<file path="src/hw/rtl/hyperbolic_radon_nearest_core_assert.svh">
// Assertion macros used by the back end of the hyperbolic Radon core
`ifndef HYPERBOLIC_RADON_NEAREST_CORE_ASSERT_SVH
`define HYPERBOLIC_RADON_NEAREST_CORE_ASSERT_SVH

// same-cycle implication
`define HRN_ASSERT(lbl, clk, rst, ante, cons) \
lbl: assert property (@(posedge clk) disable iff (rst) (ante) |-> (cons)) \
   else $error("hrn assertion failed");

// next-cycle implication
`define HRN_ASSERT_NEXT(lbl, clk, rst, ante, cons) \
lbl: assert property (@(posedge clk) disable iff (rst) (ante) |=> (cons)) \
   else $error("hrn assertion failed");

`endif

</file>
<file path="src/hw/rtl/hrn_pkg.sv">
// Types, codes and helpers of the hyperbolic Radon core
package hrn_pkg;

   localparam int NT_W   = 14;
   localparam int NTR_W  = 10;
   localparam int LW     = NT_W + NTR_W;
   localparam int DIVN_W = 80;
   localparam int DIVD_W = 33;
   localparam int QDEPTH = 2;

   localparam logic [2:0] OP_LOAD_TIME   = 3'd0;
   localparam logic [2:0] OP_LOAD_OFFSET = 3'd1;
   localparam logic [2:0] OP_LOAD_SLOW   = 3'd2;
   localparam logic [2:0] OP_LOAD_SOURCE = 3'd3;
   localparam logic [2:0] OP_RUN         = 3'd4;
   localparam logic [2:0] OP_READ        = 3'd5;

   localparam logic [1:0] STAT_OK    = 2'd0;
   localparam logic [1:0] STAT_RANGE = 2'd1;
   localparam logic [1:0] STAT_SAT   = 2'd2;

   localparam logic [1:0] CSR_ADJOINT = 2'd0;
   localparam logic [1:0] CSR_TIME    = 2'd1;
   localparam logic [1:0] CSR_OFFSET  = 2'd2;
   localparam logic [1:0] CSR_CURVE   = 2'd3;

   typedef enum logic [2:0] {
      K_NONE, K_TIME, K_OFFSET, K_SLOW, K_SOURCE, K_RUN, K_READ, K_RANGE
   } kind_type;

   typedef struct packed {
      kind_type    kind;
      logic [15:0] index;
      logic [31:0] value;
   } cmd_type;

   typedef struct packed {
      logic             adjoint;
      logic [NT_W-1:0]  nt;
      logic [NTR_W-1:0] nh;
      logic [NTR_W-1:0] nq;
   } cfg_type;

   typedef enum logic [4:0] {
      BS_IDLE, BS_READ, BS_CLEAR, BS_DT0, BS_DT1, BS_DT2, BS_FETCH, BS_OPER,
      BS_SQUARE, BS_DIVS, BS_DIV1, BS_ROOT, BS_DIVS2, BS_DIV2, BS_PLACE,
      BS_ACC_RD, BS_ACC_WR, BS_NEXT, BS_DONE
   } back_state_type;

   function automatic logic [31:0] mag32(input logic [31:0] v);
      mag32 = v[31] ? (~v + 32'd1) : v;
   endfunction

endpackage

</file>
<file path="src/hw/rtl/hrn_if.sv">
// Request and response channel interfaces of the hyperbolic Radon core
interface hrn_req_if;
   logic               valid;
   logic               ready;
   logic [2:0]         opcode;
   logic [15:0]        index;
   logic signed [31:0] load_value;
   modport source (output valid, opcode, index, load_value, input ready);
   modport sink (input valid, opcode, index, load_value, output ready);
endinterface


</file>
<file path="src/hw/rtl/hrn_front.sv">
// Front end: configuration registers, request intake and bounds classification
module hrn_front #(
   parameter int MAX_TIMES   = 1024,
   parameter int MAX_OFFSETS = 64,
   parameter int MAX_CURVES  = 64
) (
   input  logic              clock,
   input  logic              reset,
   hrn_req_if.sink           req_chan,
   input  logic              csr_we,
   input  logic [1:0]        csr_index,
   input  logic [10:0]       csr_wdata,
   input  logic              q_full,
   output logic              q_push,
   output hrn_pkg::cmd_type  q_cmd,
   output hrn_pkg::cfg_type  cfg
);

   logic        adjoint_ff, adjoint_in;
   logic [10:0] time_count_ff, time_count_in;
   logic [6:0]  offset_count_ff, offset_count_in;
   logic [6:0]  curve_count_ff, curve_count_in;

   logic [hrn_pkg::NT_W-1:0]  nt;
   logic [hrn_pkg::NTR_W-1:0] nh, nq;
   logic [hrn_pkg::LW-1:0]    idx, qt_len, ht_len, src_len, res_len;

   always_ff @(posedge clock) begin
      if (reset) begin
         adjoint_ff      <= 1'b0;
         time_count_ff   <= 11'd1024;
         offset_count_ff <= 7'd64;
         curve_count_ff  <= 7'd64;
      end else begin
         adjoint_ff      <= adjoint_in;
         time_count_ff   <= time_count_in;
         offset_count_ff <= offset_count_in;
         curve_count_ff  <= curve_count_in;
      end
   end

   always_comb begin
      adjoint_in      = adjoint_ff;
      time_count_in   = time_count_ff;
      offset_count_in = offset_count_ff;
      curve_count_in  = curve_count_ff;
      if (csr_we) begin
         case (csr_index)
            hrn_pkg::CSR_ADJOINT: adjoint_in      = csr_wdata[0];
            hrn_pkg::CSR_TIME:    time_count_in   = csr_wdata;
            hrn_pkg::CSR_OFFSET:  offset_count_in = csr_wdata[6:0];
            hrn_pkg::CSR_CURVE:   curve_count_in  = csr_wdata[6:0];
            default: ;
         endcase
      end
   end

   always_comb begin
      if (time_count_ff < 11'd2) nt = hrn_pkg::NT_W'(2);
      else if (32'(time_count_ff) > 32'(MAX_TIMES)) nt = hrn_pkg::NT_W'(MAX_TIMES);
      else nt = hrn_pkg::NT_W'(time_count_ff);
      if (offset_count_ff == 7'd0) nh = hrn_pkg::NTR_W'(1);
      else if (32'(offset_count_ff) > 32'(MAX_OFFSETS)) nh = hrn_pkg::NTR_W'(MAX_OFFSETS);
      else nh = hrn_pkg::NTR_W'(offset_count_ff);
      if (curve_count_ff == 7'd0) nq = hrn_pkg::NTR_W'(1);
      else if (32'(curve_count_ff) > 32'(MAX_CURVES)) nq = hrn_pkg::NTR_W'(MAX_CURVES);
      else nq = hrn_pkg::NTR_W'(curve_count_ff);
   end

   assign qt_len  = hrn_pkg::LW'(nq) * hrn_pkg::LW'(nt);
   assign ht_len  = hrn_pkg::LW'(nh) * hrn_pkg::LW'(nt);
   assign src_len = adjoint_ff ? ht_len : qt_len;
   assign res_len = adjoint_ff ? qt_len : ht_len;
   assign idx     = hrn_pkg::LW'(req_chan.index);

   always_comb begin
      q_cmd.index = req_chan.index;
      q_cmd.value = req_chan.load_value;
      case (req_chan.opcode)
         hrn_pkg::OP_LOAD_TIME:
            q_cmd.kind = (idx < hrn_pkg::LW'(nt)) ? hrn_pkg::K_TIME : hrn_pkg::K_RANGE;
         hrn_pkg::OP_LOAD_OFFSET:
            q_cmd.kind = (idx < hrn_pkg::LW'(nh)) ? hrn_pkg::K_OFFSET : hrn_pkg::K_RANGE;
         hrn_pkg::OP_LOAD_SLOW:
            q_cmd.kind = (idx < qt_len) ? hrn_pkg::K_SLOW : hrn_pkg::K_RANGE;
         hrn_pkg::OP_LOAD_SOURCE:
            q_cmd.kind = (idx < src_len) ? hrn_pkg::K_SOURCE : hrn_pkg::K_RANGE;
         hrn_pkg::OP_RUN:
            q_cmd.kind = hrn_pkg::K_RUN;
         hrn_pkg::OP_READ:
            q_cmd.kind = (idx < res_len) ? hrn_pkg::K_READ : hrn_pkg::K_RANGE;
         default:
            q_cmd.kind = hrn_pkg::K_NONE;
      endcase
   end

   assign req_chan.ready = !q_full;
   assign q_push         = req_chan.valid && !q_full;

   assign cfg.adjoint = adjoint_ff;
   assign cfg.nt      = nt;
   assign cfg.nh      = nh;
   assign cfg.nq      = nq;

endmodule

</file>
<file path="src/flat_wrapper.sv">
// flat-port wrapper written by rule: the top's interface ports become plain ports
module hrn_front_flat 
#(
   parameter int MAX_TIMES   = 1024,
   parameter int MAX_OFFSETS = 64,
   parameter int MAX_CURVES  = 64
)
  (clock, reset, csr_we, csr_index, csr_wdata, q_full, q_push, q_cmd, cfg, req_chan_valid, req_chan_opcode, req_chan_index, req_chan_load_value, req_chan_ready);
  hrn_req_if req_chan_i ();
  input  logic clock;
  input  logic reset;
  input  logic csr_we;
  input  logic [1:0] csr_index;
  input  logic [10:0] csr_wdata;
  input  logic q_full;
  output logic q_push;
  output hrn_pkg::cmd_type q_cmd;
  output hrn_pkg::cfg_type cfg;
  input wire logic [$bits(req_chan_i.valid)-1:0] req_chan_valid;
  input wire logic [$bits(req_chan_i.opcode)-1:0] req_chan_opcode;
  input wire logic [$bits(req_chan_i.index)-1:0] req_chan_index;
  input wire logic [$bits(req_chan_i.load_value)-1:0] req_chan_load_value;
  output wire logic [$bits(req_chan_i.ready)-1:0] req_chan_ready;
  assign req_chan_i.valid = req_chan_valid;
  assign req_chan_i.opcode = req_chan_opcode;
  assign req_chan_i.index = req_chan_index;
  assign req_chan_i.load_value = req_chan_load_value;
  assign req_chan_ready = req_chan_i.ready;
  hrn_front #(.MAX_TIMES(MAX_TIMES), .MAX_OFFSETS(MAX_OFFSETS), .MAX_CURVES(MAX_CURVES)) u_core (.clock(clock), .reset(reset), .req_chan(req_chan_i), .csr_we(csr_we), .csr_index(csr_index), .csr_wdata(csr_wdata), .q_full(q_full), .q_push(q_push), .q_cmd(q_cmd), .cfg(cfg));
endmodule
</file>
<file path="config.mk">
export PLATFORM = sky130hd
export DESIGN_NAME = hrn_front_flat
export DESIGN_NICKNAME = d
export VERILOG_FILES = /design/src/hw/rtl/hyperbolic_radon_nearest_core_assert.svh /design/src/hw/rtl/hrn_pkg.sv /design/src/hw/rtl/hrn_if.sv /design/src/hw/rtl/hrn_front.sv /design/src/flat_wrapper.sv
export SDC_FILE = /design/constraint.sdc
export NUM_CORES = 1
export LEC_CHECK = 0
export BUFFER_PORTS_ARGS = -buffer_cell sky130_fd_sc_hd__buf_2
export CORE_ASPECT_RATIO = 0.7
export CORE_UTILIZATION = 41
export DETAILED_ROUTE_END_ITERATION = 8
export SLEW_MARGIN = 10
export SYNTH_ARGS = -nofsm -noshare
export SYNTH_HDL_FRONTEND = slang
export SYNTH_SLANG_ARGS = --single-unit
</file>
<file path="constraint.sdc">
create_clock -name clock -period 14.8 [get_ports clock]
set_input_delay 2.22 -clock clock [delete_from_list [all_inputs] [get_ports clock]]
set_output_delay 2.22 -clock clock [all_outputs]
set_load 0.05 [all_outputs]
</file>
**After elaboration in Yosys (flattened, before gate mapping)**

Index checks and enable logic that the tools add are counted.

- Register bits: 26
- Latch bits: 0
- Bits in writable memories: 0
- ROM bits: 0
- Bits of input ports: 69
- Output and inout bits: 88
- Word-level logic and storage cells: 47
- Memories: 0

- Add/sub/neg operators: 0
- $mul: 2
- Div/mod/pow operators: 0
- $lt $le $gt $ge: 9
- Eq/ne operators: 8
- Shifts and indexed selects: 0
- Multiplexer cells: 14
- Bitwise operators: 0
- Reductions and logical operators: 10

Operator list:

| operator | number |
|---|---|
| less-than comparator 16 x 24 -> 1 bit | 3 |
| multiplier 10 x 14 -> 24 bit | 2 |
| 2-to-1 mux 24 bit | 2 |
| 2-to-1 mux 10 bit | 2 |
| case mux 3 bit (6 select lines) | 1 |
| less-than comparator 16 x 10 -> 1 bit | 1 |
| less-than comparator 16 x 14 -> 1 bit | 1 |
| > comparator 7 bit, second input constant | 2 |
| zero test 7 bit | 2 |
| 2-to-1 mux 14 bit | 1 |
| 2-to-1 mux 7 bit | 2 |
| > comparator 11 bit, second input constant | 1 |
| less-than comparator 11 x 2 -> 1 bit, second input constant | 1 |
| 2-to-1 mux 11 bit | 1 |
| 2-to-1 mux 3 bit | 3 |
| AND reduction 2 bit | 4 |
| == test 3 x 2 -> 1 bit, second input constant | 2 |
| == test 3 bit, second input constant | 2 |
| == test 2 bit, second input constant | 2 |
| == test 3 x 1 -> 1 bit, second input constant | 1 |
| zero test 3 bit | 1 |
| == test 2 x 1 -> 1 bit, second input constant | 1 |
| zero test 2 bit | 1 |
| 2-to-1 mux 2 bit | 1 |
| other kinds (3) | 3 |

**Logic depth before layout (Yosys ltp)**

- Depth after elaboration: 8
- Gate-level depth with buffers: 32
- Depth with buffers taken out: 31

**Worst setup path before layout**

Ideal clock, no wire load.

- Path kind: register to output
- From: register u_core.time_count_ff[7]
- To: output port q_cmd[48] (netlist name)
- Data arrival time: 7692 ps
- Required time: 12580 ps
- Slack: 4888 ps
- Stages on the path, launching flop included: 30
- Path buffers: 1
- Cell sequence: dfxtp_1 -> nor4_1 -> nand3_1 -> a21oi_1 -> inv_1 -> clkbuf_1 -> nor2_1 -> ha_1 -> fa_1 -> ha_1 -> fa_1 -> inv_1 -> fa_1 -> inv_1 -> ha_1 -> a21oi_2 -> o211ai_2 -> a2111o_1 -> a31o_2 -> a21o_1 -> a21oi_1 -> xnor2_1 -> mux2i_1 -> ha_1 -> o211ai_1 -> or4_1 -> nand2_1 -> o21ai_1 -> a221oi_2 -> a221o_1

RTL lines:

| element | RTL line | RTL |
|---|---|---|
| start: declaration | hrn_front.sv:20 | `logic [10:0] time_count_ff, time_count_in;` |
| start signal: assignment | hrn_front.sv:36 | `time_count_ff <= time_count_in;` |
| end: declaration | flat_wrapper.sv:17 | `output hrn_pkg::cmd_type q_cmd;` |

==> metrics.yaml <==
detailed_routing:
  final_antenna_net_count: 0
  dr_total_vias: 7306
  drtIter0Drc: 514
  via_per_inst: 5.306
  wirelength_mm: 23.61
  wl_per_cell_um: 17.15
  first_pass_iters: 4
  route.detailed.drc: 0
synth:
  synth_flop_cell: "dfxtp_1"
  syn_inst: 1097
  synth_common_cells: "161 x ha_1, 154 x nor2_1, 151 x inv_1, 97 x nand2_1, 88 x fa_1"
  synth_cell_type_count: 71
  synth_most_common_cell: "ha_1"
  yosys.area_share.simple: 0.1717
  synthArstFlopShare: 0
  synth_mux_area_frac: 0.05201
  synth_compound_area_frac: 0.1246
  syn_avg_cell_area_um2: 7.938
  synthAdderAreaFrac: 0.4336
  synth_seq_cells: 26
  synth_top_family_by_area: "adder cells"
  synth_top_cells_by_area: "ha_1 23%, fa_1 20%, nor2_1 6.6%"
  yosys_warnings: 0
  synth-seq-area-share: 0.05977
  synth_top_area_frac: 0.2313
  syn-cell-area_um2: 8708
  synth_edf_count: 0
  synth_xor_area_frac: 0.02313
  netlist.top_cell.by_area: "ha_1"
global_route:
  gr-usage-all-layers: 0.2185
  grt_max_degree: 29
  antenna_found_initial: 0
  grt_pass1_wl_mm: 37.25
  overflow: 0
  grt_pass1_vias: 7043
timing:
  finalHoldViolCount: 0
  fin_crit_sh: 0.7252
  tightest_slew_ns: 1.167
  relSlewSlack: 0.2203
  slew_violations: 0
  setup_ws_ns: 4.067
  holdWs_ns: 0.5085
  final-setup-viol-count: 0
  rsz0062_at_grt: "no"
  layout_min_cycle_time_ns: 10.73
  fin_tns_setup_ns: 0
  max_freq_mhz: 93.17
  skew_ns: 0
cts:
  cts_made_buffers: 3
  hold_buffers: 0
  cts_sinks: 26
  htree_levels: 1
  root_buffer: "clkbuf_16"
  cts_buffer_depth: 2
  post_cts_buffers: 0
  clk_latency_ns: 0.26
  cts_tree: "built"
  cts.reportedPaths.clkPinSlew_ns: 0.06
  cts_resized: 0
cells_and_area:
  drive_above_1_share: 0.09809
  seq_area_um2: 520.5
  area_growth_syn_to_layout_pct: 3.635
  multi_input_area_um2: 7044
  instances_no_fill: 1377
  n_antenna_cell: 0
  fillers: 2095
  fin_nets: 1421
placed_design:
  gp_congestion: 0.9381
  dp_hpwl_mm: 19.94
  pre_cts_ws_ns: 4.419
  port_buffers: 83
  dp.cells: 1374
setup_path:
  cp.arrival_ns: 8.51
  critPathTopFamily: "adder cells"
  slowest_delay_ns: 0.76
  critPathKind: "register to output pin"
  worstPathRequired_ns: 12.58
  critPathSlowestCell: "dfxtp_1"
  endpoint_kind: "output pin"
  crit_path_start_kind: "register"
  crit_buf_inv: 6
  path_max_fanout: 15
  cp_common_cell: "nand2_1"
  r2r_slack_ns: 13.17
power:
  power.total_w: 0.0002257
  p_leak_nw: 4.869
  ir_worst_vdd_v: 0.00004031
  p_per_area_nw_per_um2: 25.01
floorplan:
  fp.dieW_um: 176.2
  dieArea_um2: 21840
  num_rows: 44
  die_h_um: 123.9
  start_util: 0.4196
  core_area_um2: 20750
  boundaryPins: 157
run_status:
  status: "complete, no violations"
flow_run:
  maxCapViolCount: 0
min_path:
  min_path_type: "register to register"
[worst register-to-register path: stages (launching register included)]
cell and delay [ns]:
dfxtp_1 0.76, inv_1 0.48, nand2_1 0.14, o21ai_0 0.10, nand2b_1 0.09
[state kept, by name, indices dropped and copies added, names as in the netlist]
register	cells
u_core.time_count_ff	11
u_core.adjoint_ff	1
u_core.curve_count_ff	7
u_core.offset_count_ff	7
[cell type report]
type | instances | area share
multi-input combinational | 826 | 0.7805
sequential | 26 | 0.05767
inverter | 160 | 0.06669
timing repair buffer | 86 | 0.04852
clock buffer | 3 | 0.008318
tap | 276 | 0.03826
[worst paths after layout]
kind / start / endpoint / cells after the start
setup / recovery: u_core.time_count_ff[10]$_SDFFE_PP1P_ / q_cmd[49] / 28
setup reg to reg: u_core.time_count_ff[10]$_SDFFE_PP1P_ / u_core.time_count_ff[10]$_SDFFE_PP1P_ / 4
hold reg to reg: u_core.offset_count_ff[0]$_SDFFE_PP0P_ / u_core.offset_count_ff[0]$_SDFFE_PP0P_ / 2
hold / removal: u_core.offset_count_ff[0]$_SDFFE_PP0P_ / u_core.offset_count_ff[0]$_SDFFE_PP0P_ / 2
[power breakdown]
part           total (W)  switching, W  internal (W)
registers      0.0000751    0.00000269     0.0000725
clock network  0.0000581     0.0000223     0.0000357
logic          0.0000925     0.0000636     0.0000288
total           0.000226     0.0000887      0.000137
[placed cells by master, fill, tap and decap left out, drive strengths merged, types with 4 or more instances in the layout]
| master | netlist | layout |
|---|---|---|
| conb | 1 | 9 |
| o21ai | 35 | 35 |
| fa | 88 | 88 |
| a211o | 4 | 4 |
| ha | 161 | 161 |
| nor2b | 20 | 20 |
| a31oi | 4 | 4 |
| a21oi | 50 | 50 |
| nand4 | 10 | 10 |
| a211oi | 7 | 7 |
| nor3 | 10 | 10 |
| xnor2 | 13 | 13 |
| a21o | 14 | 14 |
| xor2 | 10 | 10 |
| nor2 | 154 | 154 |
| nand2b | 10 | 10 |
| and3 | 4 | 4 |
| o21bai | 6 | 6 |
| o21a | 4 | 4 |
| buf | 64 | 86 |
| nand2 | 97 | 97 |
| nand3 | 14 | 14 |
| mux2i | 43 | 43 |
| and2 | 5 | 5 |
| dfxtp | 26 | 26 |
| clkinv | 7 | 7 |
| o211ai | 11 | 11 |
| inv | 153 | 153 |
[through the flow]
step / util / area [um2]
2_1_floorplan: - / 8738
3_3_place_gp: 0.4312 / 8950
3_5_place_dp: 0.4312 / 8950
4_1_cts: 0.4348 / 9025
5_1_grt: 0.4348 / 9025
6_report: 0.4348 / 9025
[logic make-up after synthesis]
family / Yosys count
fa+ha+maj: 249
flops: 26
xor+xnor: 23
compound gates: 159
other cells: 1
simple gates: 341
buf+inv: 253
mux: 45
[layer usage]
metal,track usage,share of wire,up-vias
met5,0,0,-
met4,0.01957,0.0058,0
met3,0.03053,0.054,8
met2,0.3484,0.44,174
met1,0.3221,0.50,3560
li1,-,-,3564
Power figures use the tool's default switching activity.
