`src/hw/rtl/hyperbolic_radon_nearest_core_assert.svh`:
```
// Assertion macros used by the back end of the hyperbolic Radon core
`ifndef HYPERBOLIC_RADON_NEAREST_CORE_ASSERT_SVH
`define HYPERBOLIC_RADON_NEAREST_CORE_ASSERT_SVH

// same-cycle implication
`define HRN_ASSERT(lbl, clk, rst, ante, cons) \
lbl: assert property (@(posedge clk) disable iff (rst) (ante) |-> (cons)) \
   else $error("hrn assertion failed");

// next-cycle implication
`define HRN_ASSERT_NEXT(lbl, clk, rst, ante, cons) \
lbl: assert property (@(posedge clk) disable iff (rst) (ante) |=> (cons)) \
   else $error("hrn assertion failed");

`endif

```
`src/hw/rtl/hrn_pkg.sv`:
```
// Types, codes and helpers of the hyperbolic Radon core
package hrn_pkg;

   localparam int NT_W   = 14;
   localparam int NTR_W  = 10;
   localparam int LW     = NT_W + NTR_W;
   localparam int DIVN_W = 80;
   localparam int DIVD_W = 33;
   localparam int QDEPTH = 2;

   localparam logic [2:0] OP_LOAD_TIME   = 3'd0;
   localparam logic [2:0] OP_LOAD_OFFSET = 3'd1;
   localparam logic [2:0] OP_LOAD_SLOW   = 3'd2;
   localparam logic [2:0] OP_LOAD_SOURCE = 3'd3;
   localparam logic [2:0] OP_RUN         = 3'd4;
   localparam logic [2:0] OP_READ        = 3'd5;

   localparam logic [1:0] STAT_OK    = 2'd0;
   localparam logic [1:0] STAT_RANGE = 2'd1;
   localparam logic [1:0] STAT_SAT   = 2'd2;

   localparam logic [1:0] CSR_ADJOINT = 2'd0;
   localparam logic [1:0] CSR_TIME    = 2'd1;
   localparam logic [1:0] CSR_OFFSET  = 2'd2;
   localparam logic [1:0] CSR_CURVE   = 2'd3;

   typedef enum logic [2:0] {
      K_NONE, K_TIME, K_OFFSET, K_SLOW, K_SOURCE, K_RUN, K_READ, K_RANGE
   } kind_type;

   typedef struct packed {
      kind_type    kind;
      logic [15:0] index;
      logic [31:0] value;
   } cmd_type;

   typedef struct packed {
      logic             adjoint;
      logic [NT_W-1:0]  nt;
      logic [NTR_W-1:0] nh;
      logic [NTR_W-1:0] nq;
   } cfg_type;

   typedef enum logic [4:0] {
      BS_IDLE, BS_READ, BS_CLEAR, BS_DT0, BS_DT1, BS_DT2, BS_FETCH, BS_OPER,
      BS_SQUARE, BS_DIVS, BS_DIV1, BS_ROOT, BS_DIVS2, BS_DIV2, BS_PLACE,
      BS_ACC_RD, BS_ACC_WR, BS_NEXT, BS_DONE
   } back_state_type;

   function automatic logic [31:0] mag32(input logic [31:0] v);
      mag32 = v[31] ? (~v + 32'd1) : v;
   endfunction

endpackage

```
`src/hw/rtl/hrn_queue.sv`:
```
// Two-entry command queue between front and back ends
module hrn_queue (
   input  logic             clock,
   input  logic             reset,
   input  logic             push,
   input  hrn_pkg::cmd_type push_cmd,
   output logic             full,
   input  logic             pop,
   output hrn_pkg::cmd_type pop_cmd,
   output logic             empty
);

   hrn_pkg::cmd_type entry_ff [hrn_pkg::QDEPTH];
   logic       wr_ptr_ff, wr_ptr_in;
   logic       rd_ptr_ff, rd_ptr_in;
   logic [1:0] count_ff, count_in;

   always_ff @(posedge clock) begin
      if (reset) begin
         wr_ptr_ff <= 1'b0;
         rd_ptr_ff <= 1'b0;
         count_ff  <= 2'd0;
      end else begin
         wr_ptr_ff <= wr_ptr_in;
         rd_ptr_ff <= rd_ptr_in;
         count_ff  <= count_in;
      end
      if (push) entry_ff[wr_ptr_ff] <= push_cmd;
   end

   always_comb begin
      wr_ptr_in = push ? ~wr_ptr_ff : wr_ptr_ff;
      rd_ptr_in = pop ? ~rd_ptr_ff : rd_ptr_ff;
      count_in  = count_ff + {1'b0, push} - {1'b0, pop};
   end

   assign full    = (count_ff == 2'(hrn_pkg::QDEPTH));
   assign empty   = (count_ff == 2'd0);
   assign pop_cmd = entry_ff[rd_ptr_ff];

endmodule

```
`config.mk`:
```
export PLATFORM = sky130hd
export DESIGN_NAME = hrn_queue
export DESIGN_NICKNAME = d
export VERILOG_FILES = /design/src/hw/rtl/hyperbolic_radon_nearest_core_assert.svh /design/src/hw/rtl/hrn_pkg.sv /design/src/hw/rtl/hrn_queue.sv
export SDC_FILE = /design/constraint.sdc
export NUM_CORES = 1
export LEC_CHECK = 0
export BUFFER_PORTS_ARGS = -buffer_cell sky130_fd_sc_hd__buf_4
export CAP_MARGIN = 15
export CORE_MARGIN = 2
export CORE_UTILIZATION = 54
export CTS_BUF_LIST = sky130_fd_sc_hd__clkbuf_4 sky130_fd_sc_hd__clkbuf_8
export DETAILED_ROUTE_END_ITERATION = 7
export PLACE_DENSITY = 0.81
export SLEW_MARGIN = 20
export SYNTH_ARGS = -nofsm -noshare
export SYNTH_HDL_FRONTEND = slang
export SYNTH_SLANG_ARGS = --single-unit
```
`constraint.sdc`:
```
create_clock -name clock -period 4.56 [get_ports clock]
set_input_delay 0.912 -clock clock [delete_from_list [all_inputs] [get_ports clock]]
set_output_delay 0.912 -clock clock [all_outputs]
set_load 0.05 [all_outputs]
```
== Word-level counts from Yosys, hierarchy flattened ==
Memory sizes are Yosys's and may differ from the RTL's. A register that Yosys moved wholly into a read port is not among the register bits.
Index checks and enable logic that the tools add are counted.

* $add $sub $neg: 2
* Eq/ne operators: 1
* Multiplexer cells: 4
* Bitwise logic cells: 2
* Reduce and logical (&&, ||, !) cells: 1

{| class="wikitable"
|+ Operators by type and width
! operator !! number
|-
| $mux 1 || 4
|-
| $add 2x1->2 || 1
|-
| $eq 2x2->1 const B || 1
|-
| $logic_not 2->1 || 1
|-
| $not 1->1 || 2
|-
| $sub 2x1->2 || 1
|}

* Bits in registers: 4
* Bits in writable memories: 102
* Bits of input ports: 55
* Output and inout bits: 53
* Word-level logic and storage cells: 14
* Memories kept: 1

{| class="wikitable"
|+ Memory list
! name !! depth !! bits a word !! rd ports !! clocked after memory_dff !! wr ports !! RTL line !! text
|-
| entry_ff || 2 || 51 || 1 || 1 || 1 || hrn_queue.sv:13 || <nowiki>hrn_pkg::cmd_type entry_ff [hrn_pkg::QDEPTH];</nowiki>
|}

== Logic depth before layout (Yosys ltp) ==
Gate-level depths: netlist (run 1).

* Depth after elaboration: 3
* Mapped depth: 6
* Depth with buffers taken out: 6

== Worst setup path after synthesis (run 1) ==
OpenSTA, ideal clock, no wires.

* Path type: in2reg
* From: input port push
* To: memory entry_ff[0][0] (netlist name), enable pin
* Setup time: 0.466 ns
* Data arrival time: 3.171 ns
* Data required time: 4.094 ns
* Path slack: 0.923 ns
* Cell stages on the path: 1
* Buffers on the path: 0
* Path through: nor2b_1

* Word-level cells in the longest chain between the ends: 2

{| class="wikitable"
|+ Ends and longest elaborated chain
! what !! RTL line !! text
|-
| from (decl) || hrn_queue.sv:5 || <nowiki>input logic push,</nowiki>
|-
| $mux 1 || hrn_queue.sv:28 || <nowiki>if (push) entry_ff[wr_ptr_ff] <= push_cmd;</nowiki>
|-
| $mux 1 (not written as such) || hrn_queue.sv:28 ||
|-
| to (decl) || hrn_queue.sv:13 ||
|}

Every way passes these cells.

==> results of run 1 <==
## worst paths after layout
path / start / to / slack [ps] / cells past startpoint
max: flop / pop_cmd[50] / 1730 / 2
min: rd_ptr_ff / rd_ptr_ff / 530 / 2
max reg2reg: wr_ptr_ff / entry_ff[0][16] / 2770 / 2
min reg2reg: rd_ptr_ff / rd_ptr_ff / 530 / 2
## sequential cells by signal, indices dropped and copies added (netlist names), named ones only
name	count
count_ff	2
entry_ff	102
rd_ptr_ff	1
wr_ptr_ff	1
## report_power, final
part | leakage, nW | switching, W | internal (W) | total (W)
clock network | 0.130 | 0.000304 | 0.000424 | 0.000727
registers | 1.00 | 0.0000416 | 0.00115 | 0.00119
logic | 0.968 | 0.000281 | 0.000194 | 0.000476
total | 2.10 | 0.000626 | 0.00176 | 0.00239
## cell usage after synthesis
| cell type | number | area (sq um) |
|---|---|---|
| mux2_2 | 1 | 11.3 |
| xnor2_1 | 2 | 17.5 |
| nor2_1 | 5 | 18.8 |
| edfxtp_1 | 102 | 3060 |
| buf_12 | 5 | 100 |
| and2_1 | 1 | 6.26 |
| ha_1 | 2 | 25.0 |
| mux2_4 | 50 | 751 |
| nor2b_1 | 3 | 18.8 |
| dfxtp_1 | 5 | 100 |
| buf_6 | 1 | 11.3 |
| inv_1 | 2 | 7.51 |
| xnor3_1 | 1 | 22.5 |
## layout make-up
type	count	share of cell area [%]
clock inverter	7	2.76
sequential	107	60.1
multi-input combinational	65	16.7
inverter	2	0.143
timing repair buffer	109	15.5
clock buffer	9	2.35
tap	99	2.35
## stage by stage
step	area, sq um	setup slack, ps	util, %	instances	hold WS, ps
finish	5270	1730	71.8	398	526
global route	5270	1630	71.8	398	602
CTS	5270	1670	71.8	398	532
detailed placement	5000	2040	68.2	382	510
global placement	5000	2070	68.2	382	493
floorplan	4150	923	-	180	480
## cells by family (layout without fill, tap and decap cells)
logic type	after synthesis	after routing	synth area share (%)
buffers and inverters	8	127	2.86
flip-flops	107	107	76.2
XOR/XNOR	3	3	0.964
adder cells (fa/ha/maj)	2	2	0.602
multiplexers	51	51	18.3
AND/OR/NAND/NOR	9	9	1.05
## worst min-delay path, stage by stage, from the launching register on
cell	delay, ps
dfxtp_1	340
xnor2_1	80
nor2_1	70
## per-layer routing
layer,vias up,global-route usage (%)
li1,921,-
met1,968,18.3
met2,62,29.3
met3,12,2.96
met4,0,6.84
met5,-,0
==> results.tsv, run 1 <==
metric	value	unit
FMAX	0.353	GHz
GR Overflow Total	0	
most frequent cells in the layout	buf_4, edfxtp_1, mux2_4, clkbuf_8, nor2_1	
die height	91.7	microns
final setup fails	0	
average cell area after synthesis	23.1	sq um
delay-heaviest family, CP	flip-flops	
cells after synthesis	180	
CP max stage delay	960	ps
die width	91.7	microns
crit path launch type	flop	
CTS HTree Levels	3	
maximum vdd drop	0.236	mV
root buf cell	clkbuf_8	
Setup crit end kind	output port	
largest net degree at the start of global routing	52	
First DRT Iteration DRCs	58	
max_cap viols	0	
Clock Path Buffers	2	
# nets final	351	
Initial Util	56.6	%
drt via density	4.93	
Port Buf Inserts	107	
floorplan row count	31	
area occupied by multi-input gates	880	sq um
flip-flop and latch area	3170	sq um
Design Power	0.00239	W
Metal-1 WL	2630	microns
P_leak	2.10	nW
Clock Pin Slew Worst Setup and Hold Paths	90	ps
DRT Pass-1 Iters	4	
# DRC	0	
RSZ-0062 raised after global routing	false	
CTS tree	yes	
Clock Sinks	107	
Synthesis Warnings	0	
postcts setup bufs	0	
register area share after synthesis	76.2	%
HP Class	flop to flop	
outcome	completed	
most common cell after layout, fill and taps aside	buf_4	
n_diodes	0	
Hold Vio Cnt, Final	0	
post-cts sizing count	0	
crit-path cells	mux2_2 -> buf_4	
required time worst endpoint	3650	ps
cts bufs inserted	9	
WS Path Type	flop to output port	
Slew @ Worst Pin	933	ps
Clk Latency, worst-skew pair	350	ps
DR top layer	met4	
met2 WL	3650	microns
DR WL met3	237	microns
Final ANT Viol Nets	0	
Syn-to-layout area delta	26.8	%
first-pass GRT wire length	10100	microns
Hold Buf Count CTS	0	
post-synth cell types	13	
power per cell area	454	nW/um^2
share of cells above drive strength 1	59.9	%
Die Area	8410	sq um
routed length per placed instance	16.7	microns
Mapped Area	4150	sq um
gr usage total	16.0	%
Final GP Congestion	0.694	
CP max FO	51	
fillers	453	
Detailed Place HPWL	4590	microns
initial antenna violation count	0	
Period Utilization, post-route	62.2	%
synthesized net count	237	
Yosys reg bits	107	
clk_skew	13.3	ps
Worst slew margin	37.8	%
CP Buf/Inv Count	1	
IO Pins	108	
via count	1963	
Total Wirelength	6650	microns
Core Region	7330	sq um
fin crit period	2830	ps
slowest cell on the critical path	dfxtp_4	
Max Slew Vio Count	0	
vias in the first global route	2088	
Sum Neg Setup Slack	0	ps
worst endpoint data arrival time	1920	ps
Power figures use the tool's default switching activity.
==> inputs of run 2 (changes only) <==
- clock period: 4.56 -> 2.8 ns (I/O delays scaled with it)
==> run 2 against run 1 <==
Global-route usage is 0.29 points lower. Core utilization is 0.22 points lower. Combinational power is 69% higher. Cell count is 0.50% higher. Sequential share of layout area is 0.19 points higher. Critical path depth is 1 higher. Sequential power is 61% higher. Critical path type unchanged. Critical endpoint is now pop_cmd[36]. Largest power group unchanged. Highest routed layer unchanged.
==> results.tsv, run 2 (synthesized netlist as in run 1, its figures left out) <==
metric	value	unit	change
outcome	completed		
via count	1981		+0.92%
clk_skew	10.7	ps	-2.61 ps
Setup crit end kind	output port		
GR Overflow Total	0		unchanged
Most flops, register	entry_ff		
Final Instance Area	5250	sq um	-0.31%
P_leak	2.08	nW	-0.64%
fin cells	400		+0.50%
Clk Latency, worst-skew pair	350	ps	about the same
Die Area	8410	sq um	unchanged
# DRC	0		unchanged
die height	91.7	microns	unchanged
CP max FO	22		-57%
CTS HTree Levels	3		unchanged
fin crit period	2380	ps	
maximum vdd drop	0.428	mV	+82%
most common cell after layout, fill and taps aside	buf_4		
crit-path cells	buf_4 -> mux2_4 -> buf_4		
slowest cell on the critical path	dfxtp_4		
FMAX	0.421	GHz	
Worst slew margin	72.8	%	+35 points
vias in the first global route	1990		-4.7%
Core Region	7330	sq um	unchanged
first-pass GRT wire length	9950	microns	-1.2%
# nets final	353		+0.57%
Worst Hold End	entry_ff[1][7]		
Period Utilization, post-route	84.9	%	
Clock Path Buffers	2		unchanged
CP max stage delay	620	ps	-340 ps
min-delay src	push_cmd[7]		
Detailed Place HPWL	4560	microns	-0.70%
Final GP Congestion	0.721		+3.8%
most frequent cells in the layout	buf_4, edfxtp_1, mux2_4, clkbuf_8, nor2_1		
Clock Sinks	107		unchanged
largest net degree at the start of global routing	41		-21%
final setup fails	0		unchanged
share of cells above drive strength 1	60.1	%	+0.27 points
gr usage total	15.7	%	-0.29 points
power per cell area	691	nW/um^2	+52%
R2R setup slack	1400	ps	-1370 ps
CTS tree	yes		
root buf cell	clkbuf_8		
area occupied by multi-input gates	880	sq um	unchanged
RSZ-0062 raised after global routing	false		
cts bufs inserted	9		unchanged
post-cts sizing count	0		unchanged
Sum Neg Setup Slack	0	ps	unchanged
max_cap viols	0		unchanged
n_diodes	0		unchanged
worst hold path depth	1		-1
DRT Pass-1 Iters	4		unchanged
crit path launch type	flop		
Design Power	0.00363	W	+52%
required time worst endpoint	2240	ps	-1410 ps
HP Class	input pin to flop		
Port Buf Inserts	107		unchanged
Hold Buf Count CTS	0		unchanged
initial antenna violation count	0		unchanged
FF-to-FF End	entry_ff[1][48]		
Placed Area	5050	sq um	+1.1%
Syn-to-layout area delta	26.4	%	
postcts setup bufs	0		unchanged
routed length per placed instance	16.5	microns	-1.5%
First DRT Iteration DRCs	143		+150%
fillers	467		+3.1%
biggest regs	entry_ff x102, count_ff x2		
IO Pins	108		unchanged
Placed Instances	384		+0.52%
Top cell by count, worst path	buf_4		
floorplan row count	31		unchanged
Initial Util	56.6	%	unchanged
drt via density	4.95		+0.41%
WS Path Type	flop to output port		
worst endpoint data arrival time	1820	ps	-100 ps
max reg flops	102		unchanged
Max Slew Vio Count	0		unchanged
Slew @ Worst Pin	409	ps	-524 ps
die width	91.7	microns	unchanged
Total Wirelength	6590	microns	-0.96%
R2R Path Start	wr_ptr_ff		
Clock Pin Slew Worst Setup and Hold Paths	100	ps	about the same
FF-to-FF path depth	2		unchanged
Final ANT Viol Nets	0		unchanged
Hold Vio Cnt, Final	0		unchanged
flip-flop and latch area	3170	sq um	unchanged
## run 2: changes by cell type in the layout (fill, tap and decap cells not counted)
cell	delta
buf_12	+3
bufinv_16	-3
clkinv_4	+2
buf_4	-1
clkinv_2	+1
clkinvlp_4	+1
inv_6	-1
## run 2: worst max-delay path, delay by kind of cell (launching register included)
kind	cells	cell delay, ps
buf+inv	2	520
flops	1	620
mux	1	330
## run 2: cell type report
| class | count | share of cell area (%) |
|---|---|---|
| flip-flops and latches | 107 | 60.3 |
| multi-input cells | 65 | 16.8 |
| repair buffers | 111 | 16.6 |
| clock buffers | 9 | 2.36 |
| well taps | 99 | 2.36 |
| clock inverters | 7 | 1.45 |
| inverters | 2 | 0.143 |
## run 2: power breakdown
group          internal [W]  total, W  switching, W
Clock              0.000418  0.000910      0.000492
Combinational      0.000326  0.000805      0.000479
Sequential          0.00186   0.00191     0.0000469
Total               0.00261   0.00363       0.00102
## run 2: worst max path at each step
stage               startpoint              to  slack [ps]  cells after the start
floorplan                 push  entry_ff[0][0]         470                      1
global placement          flop      pop_cmd[5]         790                      3
detailed placement        flop      pop_cmd[5]         780                      3
CTS                       flop     pop_cmd[36]         380                      3
global route              flop     pop_cmd[31]         330                      3
finish                    flop     pop_cmd[36]         420                      3
## run 2: metal layers
metal | vias to the layer above | routed length, microns | GRT usage [%]
met3 | 7 | 441 | 4.52
met4 | 0 | 93 | 4.85
li1 | 931 | - | -
met5 | - | 0 | 0
met1 | 965 | 2620 | 19.7
met2 | 78 | 3440 | 26.7
## run 2: metrics by stage
| step | setup WS [ps] | hold WS, ps | utilization [%] |
|---|---|---|---|
| floorplan | 467 | 480 | - |
| detailed placement | 783 | 508 | 68.9 |
| CTS | 385 | 367 | 71.6 |
| global route | 334 | 357 | 71.6 |
| global placement | 793 | 498 | 68.9 |
| finish | 422 | 389 | 71.6 |
==> inputs of run 3 (changes only) <==
- ABC_AREA: not set -> 1
- clock period: 2.8 -> 2.2 ns (I/O delays scaled with it)
==> run 3 against run 2 <==
Worst setup slack worse by 330 ps. First-iteration DRC count down 35%. Critical path type unchanged. Clock-buffer cell count unchanged. Clock skew down 4.4 ps. Clock power up 13%. Global-route usage down 0.24 points.
==> results.tsv, run 3 <==
metric	value	unit	change
most frequent cells after synthesis	edfxtp_1, mux2_4, inv_1, nor2_1		
Total Wirelength	6350	microns	-3.6%
floorplan row count	32		+3.2%
drt via density	4.85		-2.1%
number of flops mapped to enable cells by yosys	102		unchanged
worst hold path depth	1		unchanged
WS Path Type	flop to output port		
Post-Synth XOR/XNOR Area	0.211	%	-0.75 points
RSZ-0062 raised after global routing	false		
post-synthesis simple-gate area fraction	1.32	%	+0.27 points
clk_skew	6.28	ps	-4.44 ps
Clock Sinks	107		unchanged
maximum vdd drop	0.444	mV	+3.6%
multiplexer area fraction after synthesis	18.3	%	-0.033 points
share of cells above drive strength 1	57.8	%	-2.3 points
cells after synthesis	190		+5.6%
HP Class	input pin to flop		
biggest regs	entry_ff x102, count_ff x2		
first-pass GRT wire length	9880	microns	-0.69%
Clock Path Buffers	2		unchanged
Hold Vio Cnt, Final	0		unchanged
die width	91.8	microns	about the same
part of the power in combinational logic	21.6	%	-0.6 points
most common cell after layout, fill and taps aside	buf_4		
final setup fails	0		unchanged
post-synth top area share	73.6	%	-0.13 points
R2R Path Start	wr_ptr_ff		
Clock Pin Slew Worst Setup and Hold Paths	100	ps	about the same
Worst Hold End	entry_ff[0][11]		
largest net degree at the start of global routing	36		-12%
Setup crit end kind	output port		
Internal	0.00314	W	+20%
synthesized net count	247		+4.2%
DRT Pass-1 Iters	4		unchanged
# nets final	365		+3.4%
FFs w/ async S/R, synth	0	%	unchanged
Hold Buf Count CTS	0		unchanged
Sum Neg Setup Slack	0	ps	unchanged
n_diodes	0		unchanged
ys flop type	edfxtp_1		
dominant cell type by area after synthesis	edfxtp_1		
Clk Latency, worst-skew pair	350	ps	about the same
FF-to-FF End	entry_ff[1][22]		
Most flops, register	entry_ff		
FF-to-FF path depth	3		+1
power per cell area	836	nW/um^2	+21%
CP max FO	15		-32%
Slew @ Worst Pin	447	ps	+38.0 ps
Synthesis Warnings	0		unchanged
Max Slew Vio Count	0		unchanged
gr usage total	15.5	%	-0.24 points
Placed Area	5060	sq um	+0.25%
Synth Area in Compound Gates	0.120	%	+0.12 points
R2R setup slack	790	ps	-610 ps
routed length per placed instance	15.3	microns	-7.1%
max_cap viols	0		unchanged
Period Utilization, post-route	95.7	%	
Die Area	8420	sq um	+0.17%
Syn-to-layout area delta	25.7	%	
vias in the first global route	2099		+5.5%
die height	91.8	microns	about the same
GR Overflow Total	0		unchanged
post-cts sizing count	0		unchanged
Core Region	7610	sq um	+3.8%
cell with the most instances after synthesis	edfxtp_1		
postcts setup bufs	0		unchanged
largest family of logic cells by synthesized area	multiplexers		
post-synth cell types	14		+1
Port Buf Inserts	107		unchanged
P_leak	2.10	nW	+0.73%
fin crit period	2100	ps	
Mapped Area	4160	sq um	+0.18%
Yosys reg bits	107		unchanged
via count	2013		+1.6%
initial antenna violation count	0		unchanged
IO Pins	108		unchanged
Final GP Congestion	0.685		-5.0%
Final ANT Viol Nets	0		unchanged
outcome	completed		
worst endpoint data arrival time	1660	ps	-160 ps
required time worst endpoint	1760	ps	-480 ps
CTS tree	yes		
Flop pwr share	54.9	%	+2.2 points
First DRT Iteration DRCs	93		-35%
PnR worst setup slack	95.2	ps	-327 ps
CTS HTree Levels	3		unchanged
Final Instance Area	5230	sq um	-0.41%
Synth Area in Adders	0.602	%	-0.0011 points
max reg flops	102		unchanged
# DRC	0		unchanged
crit path launch type	flop		
most frequent cells in the layout	buf_4, edfxtp_1, mux2_4, clkbuf_8		
min-delay src	push_cmd[11]		
cts bufs inserted	9		unchanged
Worst slew margin	70.2	%	-2.5 points
root buf cell	clkbuf_8		
dpl ws	459	ps	-324 ps
register area share after synthesis	76.0	%	-0.14 points
Detailed Place HPWL	4380	microns	-4.0%
Clock power frac	23.5	%	-1.6 points
Psw	0.00123	W	+21%
Sw Ratio	28.2	%	+0.11 points
largest cells by area after synthesis	edfxtp_1, mux2_4, buf_12		
average cell area after synthesis	21.9	sq um	-5.1%
Initial Util	54.7	%	-2.0 points
FMAX	0.475	GHz	
## run 3: cell count changes in the layout (fill, tap and decap cells not counted), sizes merged, moves of 2 or more
cell and delta:
nor2 +3, inv +7, nor2b -3, nand2 +4, buf +2
## run 3: cell type report
type / count / area (sq um)
clock buffer: 9 / 124
clock inverter: 7 / 42.5
fill: 513 / 2380
inverter: 8 / 30.0
multi-input combinational: 69 / 863
sequential: 107 / 3170
tap: 102 / 128
timing repair buffer: 113 / 873
## run 3: worst max path at each step
| stage | startpoint | to | slack [ps] | cells after the start |
|---|---|---|---|---|
| after floorplan | push | entry_ff[1][0] | 290 | 2 |
| after global placement | flop | pop_cmd[37] | 470 | 3 |
| after detailed placement | flop | pop_cmd[20] | 460 | 3 |
| after CTS | flop | pop_cmd[20] | 60 | 3 |
| after global routing | flop | pop_cmd[22] | 5 | 3 |
| final | flop | pop_cmd[20] | 100 | 3 |
## run 3: power groups by stage
stage	combinational, W	clock [W]	sequential [W]
5_1_grt	0.000989	0.00113	0.00241
3_5_place_dp	0.000954	0	0.00245
4_1_cts	0.000956	0.00106	0.00240
2_1_floorplan	0.000715	0	0.00242
6_report	0.000945	0.00103	0.00240
3_3_place_gp	0.000942	0	0.00244
## run 3: critical path, stage by stage (launching register included)
cell and delay, ps:
dfxtp_4 530, buf_4 270, mux2_4 320, buf_4 190
## run 3: logic make-up (layout without fill, tap and decap cells)
family / count (synthesis) / count (layout)
and+or+nand+nor: 14 / 14
muxes: 51 / 51
adders and majority gates: 2 / 2
buffers and inverters: 14 / 137
AOI/OAI and AO/OA: 1 / 1
DFF: 107 / 107
xor gates and xnor gates: 1 / 1
## run 3: through the flow
step	cells	utilization, %	hold WS (ps)	total power, W
CTS	415	68.7	240	0.00442
global route	415	68.7	242	0.00453
finish	415	68.7	261	0.00437
floorplan	190	-	480	0.00314
global placement	399	66.5	494	0.00338
detailed placement	399	66.5	519	0.00340
## run 3: per-layer routing
layer	routed length [microns]	track usage [%]
met1	2620	18.9
met2	3240	26.0
met3	362	3.20
met4	130	8.21
met5	0	0
